===== src/sv/eeg_pkg.sv =====
// Package for the extended Euclid GCD block: defaults, widths and the
// command/status structs between controller and datapath. No dependencies.
package eeg_pkg;

	localparam int OPERAND_WIDTH_DEF = 31;
	localparam int COEFF_WIDTH       = 32;

	typedef struct packed {
		logic load;      // take a new operand pair, reset coefficients
		logic div_init;  // start a shift-subtract division of a0 by a1
		logic div_step;  // one quotient bit
		logic round_upd; // shift the remainder sequence by one round
		logic out_load;  // copy the finished result into the output register
	} eeg_cmd_t;

	typedef struct packed {
		logic a1_zero;   // current divisor is zero: sequence done
		logic div_last;  // the step in progress gives the last quotient bit
	} eeg_sts_t;

endpackage


===== src/sv/extended_euclid_gcd.sv =====
// Extended Euclid GCD: gcd(x, y) with Bezout coefficients s, t (s*x + t*y = gcd).
// For R remainder rounds between input transfer and m_tvalid, each round is one
// OPERAND_WIDTH-step shift-subtract division plus a check and an update. One item
// in work at a time; the next is taken while a result waits in the output register.
// Asynchronous active-low reset clears the controller and the output valid.
module extended_euclid_gcd #(
	parameter int OPERAND_WIDTH = eeg_pkg::OPERAND_WIDTH_DEF
) (
	input  logic clk,
	input  logic arst_n,
	input  logic s_tvalid,
	output logic s_tready,
	// [OPERAND_WIDTH-1:0] operand_x, [2*OPERAND_WIDTH-1:OPERAND_WIDTH] operand_y
	input  logic [((2*OPERAND_WIDTH+7)/8)*8-1:0] s_tdata,
	output logic m_tvalid,
	input  logic m_tready,
	// divisor (OPERAND_WIDTH), coeff_x (32), coeff_y (32), from the lowest bit up
	output logic [((OPERAND_WIDTH+2*eeg_pkg::COEFF_WIDTH+7)/8)*8-1:0] m_tdata
);

	localparam int W      = OPERAND_WIDTH;
	localparam int CW     = eeg_pkg::COEFF_WIDTH;
	localparam int OUT_W  = ((W + 2*CW + 7) / 8) * 8;

	eeg_pkg::eeg_cmd_t cmd;
	eeg_pkg::eeg_sts_t sts;
	logic [W-1:0]      divisor;
	logic [CW-1:0]     coeff_x, coeff_y;
	logic [OUT_W-1:0]  out_word;

	eeg_ctrl u_ctrl (
		.clk      (clk),
		.arst_n   (arst_n),
		.s_tvalid (s_tvalid),
		.s_tready (s_tready),
		.m_tvalid (m_tvalid),
		.m_tready (m_tready),
		.cmd      (cmd),
		.sts      (sts)
	);

	eeg_dp #(
		.OPERAND_WIDTH (OPERAND_WIDTH)
	) u_dp (
		.clk       (clk),
		.operand_x (s_tdata[W-1:0]),
		.operand_y (s_tdata[2*W-1:W]),
		.cmd       (cmd),
		.sts       (sts),
		.divisor   (divisor),
		.coeff_x   (coeff_x),
		.coeff_y   (coeff_y)
	);

	// zero-extend the packed fields to whole bytes
	assign out_word = OUT_W'({coeff_y, coeff_x, divisor});
	assign m_tdata  = out_word;

endmodule


===== src/sv/eeg_ctrl.sv =====
// Controller state machine for the extended Euclid GCD block.
// Depends on eeg_pkg; drives eeg_dp through eeg_cmd_t / eeg_sts_t.
module eeg_ctrl (
	input  logic              clk,
	input  logic              arst_n,
	input  logic              s_tvalid,
	output logic              s_tready,
	output logic              m_tvalid,
	input  logic              m_tready,
	output eeg_pkg::eeg_cmd_t cmd,
	input  eeg_pkg::eeg_sts_t sts
);

	typedef enum logic [4:0] {
		ST_IDLE   = 5'b00001,
		ST_CHECK  = 5'b00010,
		ST_DIV    = 5'b00100,
		ST_UPDATE = 5'b01000,
		ST_FINISH = 5'b10000
	} state_t;

	state_t state_q, state_d;
	logic   m_tvalid_q;
	logic   out_free;

	assign out_free = !m_tvalid_q || m_tready;
	assign s_tready = (state_q == ST_IDLE);
	assign m_tvalid = m_tvalid_q;

	always_comb begin
		state_d = state_q;
		cmd     = '0;
		case (state_q)
			ST_IDLE: begin
				if (s_tvalid) begin
					cmd.load = 1'b1;
					state_d  = ST_CHECK;
				end
			end
			ST_CHECK: begin
				if (sts.a1_zero) begin
					state_d = ST_FINISH;
				end else begin
					cmd.div_init = 1'b1;
					state_d      = ST_DIV;
				end
			end
			ST_DIV: begin
				cmd.div_step = 1'b1;
				if (sts.div_last) begin
					state_d = ST_UPDATE;
				end
			end
			ST_UPDATE: begin
				cmd.round_upd = 1'b1;
				state_d       = ST_CHECK;
			end
			ST_FINISH: begin
				// hold the result until the output register frees up
				if (out_free) begin
					cmd.out_load = 1'b1;
					state_d      = ST_IDLE;
				end
			end
			default: begin
				state_d = ST_IDLE;
			end
		endcase
	end

	always_ff @(posedge clk or negedge arst_n) begin
		if (!arst_n) begin
			state_q    <= ST_IDLE;
			m_tvalid_q <= 1'b0;
		end else begin
			state_q <= state_d;
			if (cmd.out_load) begin
				m_tvalid_q <= 1'b1;
			end else if (m_tready) begin
				m_tvalid_q <= 1'b0;
			end
		end
	end

endmodule


===== src/sv/eeg_dp.sv =====
// Datapath for the extended Euclid GCD block: remainder sequence, restoring
// divider with on-the-fly q*s and q*t accumulation, output register. Uses eeg_pkg.
module eeg_dp #(
	parameter int OPERAND_WIDTH = eeg_pkg::OPERAND_WIDTH_DEF
) (
	input  logic                            clk,
	input  logic [OPERAND_WIDTH-1:0]        operand_x,
	input  logic [OPERAND_WIDTH-1:0]        operand_y,
	input  eeg_pkg::eeg_cmd_t               cmd,
	output eeg_pkg::eeg_sts_t               sts,
	output logic [OPERAND_WIDTH-1:0]        divisor,
	output logic [eeg_pkg::COEFF_WIDTH-1:0] coeff_x,
	output logic [eeg_pkg::COEFF_WIDTH-1:0] coeff_y
);

	localparam int W     = OPERAND_WIDTH;
	localparam int CW    = eeg_pkg::COEFF_WIDTH;
	localparam int CNT_W = $clog2(OPERAND_WIDTH);

	logic [W-1:0]     a0_q, a1_q, rem_q, dvd_q;
	logic [CW-1:0]    s0_q, s1_q, t0_q, t1_q, ps_q, pt_q;
	logic [CNT_W-1:0] cnt_q;
	logic [W-1:0]     out_div_q;
	logic [CW-1:0]    out_cx_q, out_cy_q;

	logic [W:0]       shifted, diff;
	logic             qbit;
	logic [CW-1:0]    ps_next, pt_next;

	// One restoring division step; the quotient bit feeds both products.
	always_comb begin
		shifted = {rem_q, dvd_q[W-1]};
		diff    = shifted - {1'b0, a1_q};
		qbit    = !diff[W];
		ps_next = {ps_q[CW-2:0], 1'b0} + (qbit ? s1_q : '0);
		pt_next = {pt_q[CW-2:0], 1'b0} + (qbit ? t1_q : '0);
	end

	assign sts.a1_zero  = (a1_q == '0);
	assign sts.div_last = (cnt_q == CNT_W'(W - 1));

	always_ff @(posedge clk) begin
		if (cmd.load) begin
			a0_q <= operand_x;
			a1_q <= operand_y;
			s0_q <= CW'(1);
			s1_q <= '0;
			t0_q <= '0;
			t1_q <= CW'(1);
		end
		if (cmd.div_init) begin
			rem_q <= '0;
			dvd_q <= a0_q;
			ps_q  <= '0;
			pt_q  <= '0;
			cnt_q <= '0;
		end
		if (cmd.div_step) begin
			rem_q <= qbit ? diff[W-1:0] : shifted[W-1:0];
			dvd_q <= {dvd_q[W-2:0], 1'b0};
			ps_q  <= ps_next;
			pt_q  <= pt_next;
			cnt_q <= cnt_q + CNT_W'(1);
		end
		if (cmd.round_upd) begin
			a0_q <= a1_q;
			a1_q <= rem_q;
			s0_q <= s1_q;
			s1_q <= s0_q - ps_q;
			t0_q <= t1_q;
			t1_q <= t0_q - pt_q;
		end
		if (cmd.out_load) begin
			out_div_q <= a0_q;
			out_cx_q  <= s0_q;
			out_cy_q  <= t0_q;
		end
	end

	assign divisor = out_div_q;
	assign coeff_x = out_cx_q;
	assign coeff_y = out_cy_q;

endmodule


===== config.mk =====
export PLATFORM = sky130hd
export DESIGN_NAME = extended_euclid_gcd
export DESIGN_NICKNAME = d
export VERILOG_FILES = /design/src/sv/eeg_pkg.sv /design/src/sv/extended_euclid_gcd.sv /design/src/sv/eeg_ctrl.sv /design/src/sv/eeg_dp.sv
export SDC_FILE = /design/constraint.sdc
export NUM_CORES = 1
export LEC_CHECK = 0
export ABC_AREA = 1
export ABC_CLOCK_PERIOD_IN_PS = 5600
export BUFFER_PORTS_ARGS = -buffer_cell sky130_fd_sc_hd__buf_2
export CAP_MARGIN = 40
export CORE_ASPECT_RATIO = 1.2
export CORE_MARGIN = 1
export CORE_UTILIZATION = 30
export CTS_CLUSTER_DIAMETER = 80
export DETAILED_ROUTE_END_ITERATION = 10
export SLEW_MARGIN = 30
export SYNTH_ARGS = -nofsm -noshare
export SYNTH_HDL_FRONTEND = slang
export SYNTH_HIERARCHICAL = 1
export SYNTH_SLANG_ARGS = --single-unit

===== constraint.sdc =====
create_clock -name clk -period 5.6 [get_ports clk]
set_input_delay 0.56 -clock clk [delete_from_list [all_inputs] [get_ports clk]]
set_output_delay 0.56 -clock clk [all_outputs]
set_load 0.01 [all_outputs]

# Word-level counts from Yosys, hierarchy flattened
# Index checks and enable logic that the tools add are counted.
# W data, S select, Z words.
classes:
  add_sub_neg: 6
  n_eq_ne: 9
  mux: 37
  n_reduce_logical: 7
ops:
  columns: ["operator", "count"]
  rows:
  - ["$mux W32", 11]
  - ["$mux W31", 9]
  - ["$add A32 B32 Y32", 2]
  - ["$sub A32 B32 Y32", 2]
  - ["$sub A32 B31 Y32", 1]
  - ["$logic_not A31 Y1", 1]
  - ["$mux W5", 6]
  - ["$pmux W5 S5", 1]
  - ["$eq A5 B5 Y1 const B", 2]
  - ["$mux W1", 10]
  - ["$reduce_bool A2 Y1", 3]
  - ["$add A5 B1 Y5 const B", 1]
  - ["$eq A5 B1 Y1 const B", 1]
  - ["$eq A5 B2 Y1 const B", 1]
  - ["$eq A5 B3 Y1 const B", 1]
  - ["$eq A5 B4 Y1 const B", 1]
  - ["$ne A2 B2 Y1 const B", 2]
  - ["$reduce_and A3 Y1", 1]
  - ["$ne A2 B1 Y1 const B", 1]
  - ["$logic_not A1 Y1", 1]
  - ["$logic_or A1 B1 Y1", 1]
totals:
  regBits: 422
  input_bits: 68
  out_inout_bits: 98
  elab_cells: 76

# Logic depth before layout (Yosys ltp)
depth:
  depth_word: 5
  mapped_depth: 31

# Hierarchy
# The synthesis kept the hierarchy.
modules_own_cells:
  columns: ["mod", "n_inst", "cells_each", "area_each_um2"]
  rows:
  - ["eeg_dp", 1, 2900, 24910.1]
  - ["eeg_ctrl", 1, 45, 362.8]
  - ["extended_euclid_gcd", 1, 2, 11.3]

# Least setup slack after synthesis
# No wires, ideal clock.
synth_timing:
  path_type: "register to register"
  start: "register u_ctrl.state_q[3]"
  end: "register u_dp.out_cx_q[0], in the netlist u_dp/coeff_x[0], enable pin"
  arrival_ns: 4.621
  t_required_ns: 5.051
  slack_ns: 0.430
  path_stages_with_launch: 4
  cell_sequence: "dfrtp_1 nor2_2 nand3_1 nor2_1"
synth_lines:
  columns: ["element", "line_no", "text"]
  rows:
  - ["start: declaration", "eeg_ctrl.sv:22", "state_t state_q, state_d;"]
  - ["start signal: assignment", "eeg_ctrl.sv:76", "state_q <= state_d;"]
  - ["end signal: assignment", "eeg_dp.sv:75", "out_cx_q <= s0_q;"]
  - ["end: declaration", "eeg_dp.sv:24", "logic [CW-1:0] out_cx_q, out_cy_q;"]

# Worst setup path in the final report
layout_timing:
  start: "register u_dp.a1_q[5]"
  end: "register u_dp.pt_q[25], data pin"
layout_via:
  elab_chain_cells: 4
layout_lines:
  columns: ["element", "line_no", "text"]
  rows:
  - ["start: declaration", "eeg_dp.sv:20", "logic [W-1:0] a0_q, a1_q, rem_q, dvd_q;"]
  - ["start signal: assignment", "eeg_dp.sv:45", "a1_q <= operand_y;"]
  - ["start signal: assignment", "eeg_dp.sv:67", "a1_q <= rem_q;"]
  - ["$sub A32 B31 Y32", "eeg_dp.sv:33", "diff = shifted - {1'b0, a1_q};"]
  - ["$mux W32", "eeg_dp.sv:36", "pt_next = {pt_q[CW-2:0], 1'b0} + (qbit ? t1_q : '0);"]
  - ["$add A32 B32 Y32", "eeg_dp.sv:36", null]
  - ["$mux W32", "eeg_dp.sv:58", "if (cmd.div_step) begin"]
  - ["end signal: assignment", "eeg_dp.sv:62", "pt_q <= pt_next;"]
  - ["end: declaration", "eeg_dp.sv:21", "logic [CW-1:0] s0_q, s1_q, t0_q, t1_q, ps_q, pt_q;"]
# Every way passes these cells.
# A chain may end at the register's enable or synchronous reset.

==> impl_metrics.yaml <==
run_status:
  status: "completed"
yosys:
  yosysWarnings: 6
  synthFlopType: "edfxtp_1"
  synth_edf_count: 415
  ys_types: 52
  synth_seq_area_share_pct: 50.0
  async_flop_share_pct: 1.42
  synthCells: 2947
  synth_nets: 3175
  synth_area_mm2: 0.0253
  ys_ff_latch: 422
  syn_area_per_cell_um2: 8.58
pwr:
  leakage_nw: 12.7
  power_density_mw_per_mm2: 525
  ir_drop_uv: 300
clock_tree:
  post_cts_resized: 0
  worstSkewPairLatency_ns: 0.61
  clk_pin_slew_ns: 0.06
  cts_max_path_buffers: 3
  post_cts_buffers: 0
  cts_buffers: 48
  hold_buffers: 1
  ctsHtreeMaxLevel: 2
  cts-root-buf: "clkbuf_16"
  cts_tree: "done"
  cts.sinks: 422
route:
  viasPerCell: 4.78
  drt-total-wl_um: 71100
  drc: 0
  antenna_left: 0
  drt-initial-drc-count: 1264
  vias: 20400
  drt_first_pass_iters: 6
  avgRoutedWirePerCell_um: 16.6
grt:
  first_global_vias: 20200
  antenna_found_initial: 0
  gr-usage-all-layers_pct: 16.5
  grt_overflow: 0
  grt_pass1_wl_um: 109000
  grt_max_degree: 83
critical_path:
  critPathMostFrequentCell: "nand2_2"
  critPathTopFamily: "simple AND/OR/NAND/NOR gates"
  crit_path_top_delay_cell: "inv_2"
  endpoint_kind: "register"
  crit_type: "register to register"
  cp.required_ns: 5.95
  start_kind: "register"
  cp_max_fo: 21
  path_buf_inv: 4
  critical_path_arrival_ns: 5.01
  reg2reg_setup_slack_ns: 0.93
  max_stage_delay_ns: 0.41
sta:
  max_freq_mhz: 214
  slew_headroom_pct: 44.0
  worstMarginPinSlew_ns: 0.840
  fin_worst_skew_ns: 0.0279
  rsz0062_at_grt: "no"
  finalHoldViolations: 0
  finalCritPeriodShare_pct: 83.3
  hold_slack_ns: 0.169
  period_needed_ns: 4.67
  setup_tns_ns: 0
  setup_viol: 0
  drv_slew: 0
layout:
  nNetsFinal: 3346
  area_delta_synth_final_pct: 15.2
  drive_gt1_share_pct: 9.85
  multi_input_area_mm2: 0.0107
  antenna_cells: 0
  seq_area_mm2: 0.0126
  fill_cells: 8641
floorplanning:
  die_h_um: 320
  num_rows: 116
  design.die.area_mm2: 0.0855
  start_util_pct: 30.3
  core_area_mm2: 0.0835
  ios: 166
  die_w_um: 267
placed_design:
  io_buffers: 162
  dp_hpwl_um: 53400
  routabilityCongestion: 0.916
hold_path:
  hp-class: "input port to register"
job:
  drv_cap: 0
==> cell usage in the layout, fill, tap and decap left out, types with 50 or more instances in the layout <==
cell type / instances
nor2_1: 349
nand2_1: 629
inv_1: 436
buf_2: 162
clkbuf_16: 50
ha_1: 155
nand3_1: 105
edfxtp_1: 415
a21oi_1: 282
o21ai_0: 201
==> flip-flops by register name (all words and copies together), names as in the netlist <==
name / cells
u_dp/coeff_x: 32
u_dp/coeff_y: 32
u_dp/ps_q: 32
u_dp/pt_q: 32
u_dp/s0_q: 32
u_dp/s1_q: 32
u_dp/t0_q: 32
u_dp/t1_q: 32
u_dp/a0_q: 31
u_dp/a1_q: 31
u_dp/divisor: 31
u_dp/dvd_q: 31
u_dp/rem_q: 31
u_ctrl/state_q: 5
u_dp/cnt_q: 5
u_ctrl/m_tvalid: 1
==> kinds of logic after synthesis <==
family | synth area share [%]
AO/OA/AOI/OAI | 13.5
adder cells (fa/ha/maj) | 8.07
flip-flops | 50.0
AND/OR/NAND/NOR | 19.6
XOR/XNOR | 1.07
other | 0.0148
buffers and inverters | 7.80
==> final cells by class <==
cell class / count / share of cell area, %
clock buffers: 55 / 4.36
clock inverters: 35 / 1.25
inverters: 441 / 5.69
multi-input cells: 2021 / 36.8
flip-flops and latches: 422 / 43.4
well taps: 1121 / 4.82
repair buffers: 184 / 3.74
==> power breakdown <==
part / switching (mW) / internal, mW / leakage, nW
registers: 0.442 / 4.53 / 3.97
logic: 4.93 / 2.11 / 7.98
clock network: 1.38 / 1.92 / 0.790
total: 6.75 / 8.55 / 12.7
==> path summary, 6_finish.rpt <==
path                                                 endpoint  depth (start not counted)                    start
max in group asynchronous       u_ctrl/state_q[0]$_DFFE_PN1P_                          2                   arst_n
worst min register to register     u_dp/divisor[26]$_DFFE_PP_                          0  u_dp/a0_q[26]$_DFFE_PP_
worst max-delay path              u_dp/pt_q[25]$_SDFFCE_PN0P_                         26   u_dp/a1_q[5]$_DFFE_PP_
worst min-delay path              u_ctrl/m_tvalid$_DFFE_PN0P_                          2                 m_tready
worst max register to register    u_dp/pt_q[25]$_SDFFCE_PN0P_                         26   u_dp/a1_q[5]$_DFFE_PP_
min in group asynchronous         u_ctrl/m_tvalid$_DFFE_PN0P_                          2                   arst_n
==> layer usage <==
metal  up-vias  global-route usage (%)  share of wire [%]
li1      10300                       -                  -
met1      9532                    20.1                 43
met2       494                    29.1                 49
met3       137                    2.09                4.2
met4         0                    6.53                3.7
met5         -                       0                  0
==> synth_stat cells, drive strengths merged (4+ instances only) <==
| master | instances | area [µm²] |
|---|---|---|
| a21boi | 5 | 37.5 |
| o21bai | 25 | 188 |
| or2 | 4 | 27.5 |
| nand4 | 24 | 150 |
| nor3 | 41 | 205 |
| a21oi | 286 | 1450 |
| edfxtp | 415 | 12500 |
| ha | 155 | 1940 |
| o211ai | 5 | 37.5 |
| inv | 441 | 1660 |
| nand3b | 5 | 37.5 |
| xnor2 | 11 | 96.3 |
| dfrtp | 5 | 125 |
| nor4 | 17 | 106 |
| nand2 | 638 | 2420 |
| o221ai | 7 | 61.3 |
| fa | 5 | 100 |
| xor2 | 20 | 175 |
| nand3 | 109 | 566 |
| a21o | 15 | 113 |
| o31ai | 5 | 37.5 |
| a211oi | 6 | 45.0 |
| nor2 | 367 | 1430 |
| a31oi | 15 | 100 |
| buf | 19 | 150 |
| clkbuf | 44 | 166 |
| o21a | 25 | 188 |
| o21ai | 224 | 1130 |
==> metrics by stage <==
stage	instance area (µm²)	setup slack, ns	power, mW	instances	util (%)
2_1_floorplan	25300	0.430	10.0	2947	-
3_5_place_dp	27500	1.02	12.0	4187	32.9
6_report	29100	0.935	15.3	4279	34.9
4_1_cts	29100	1.00	15.4	4278	34.9
5_1_grt	29100	0.504	16.5	4279	34.9
3_3_place_gp	27400	1.03	12.0	4185	32.8
Power figures use the tool's default switching activity.
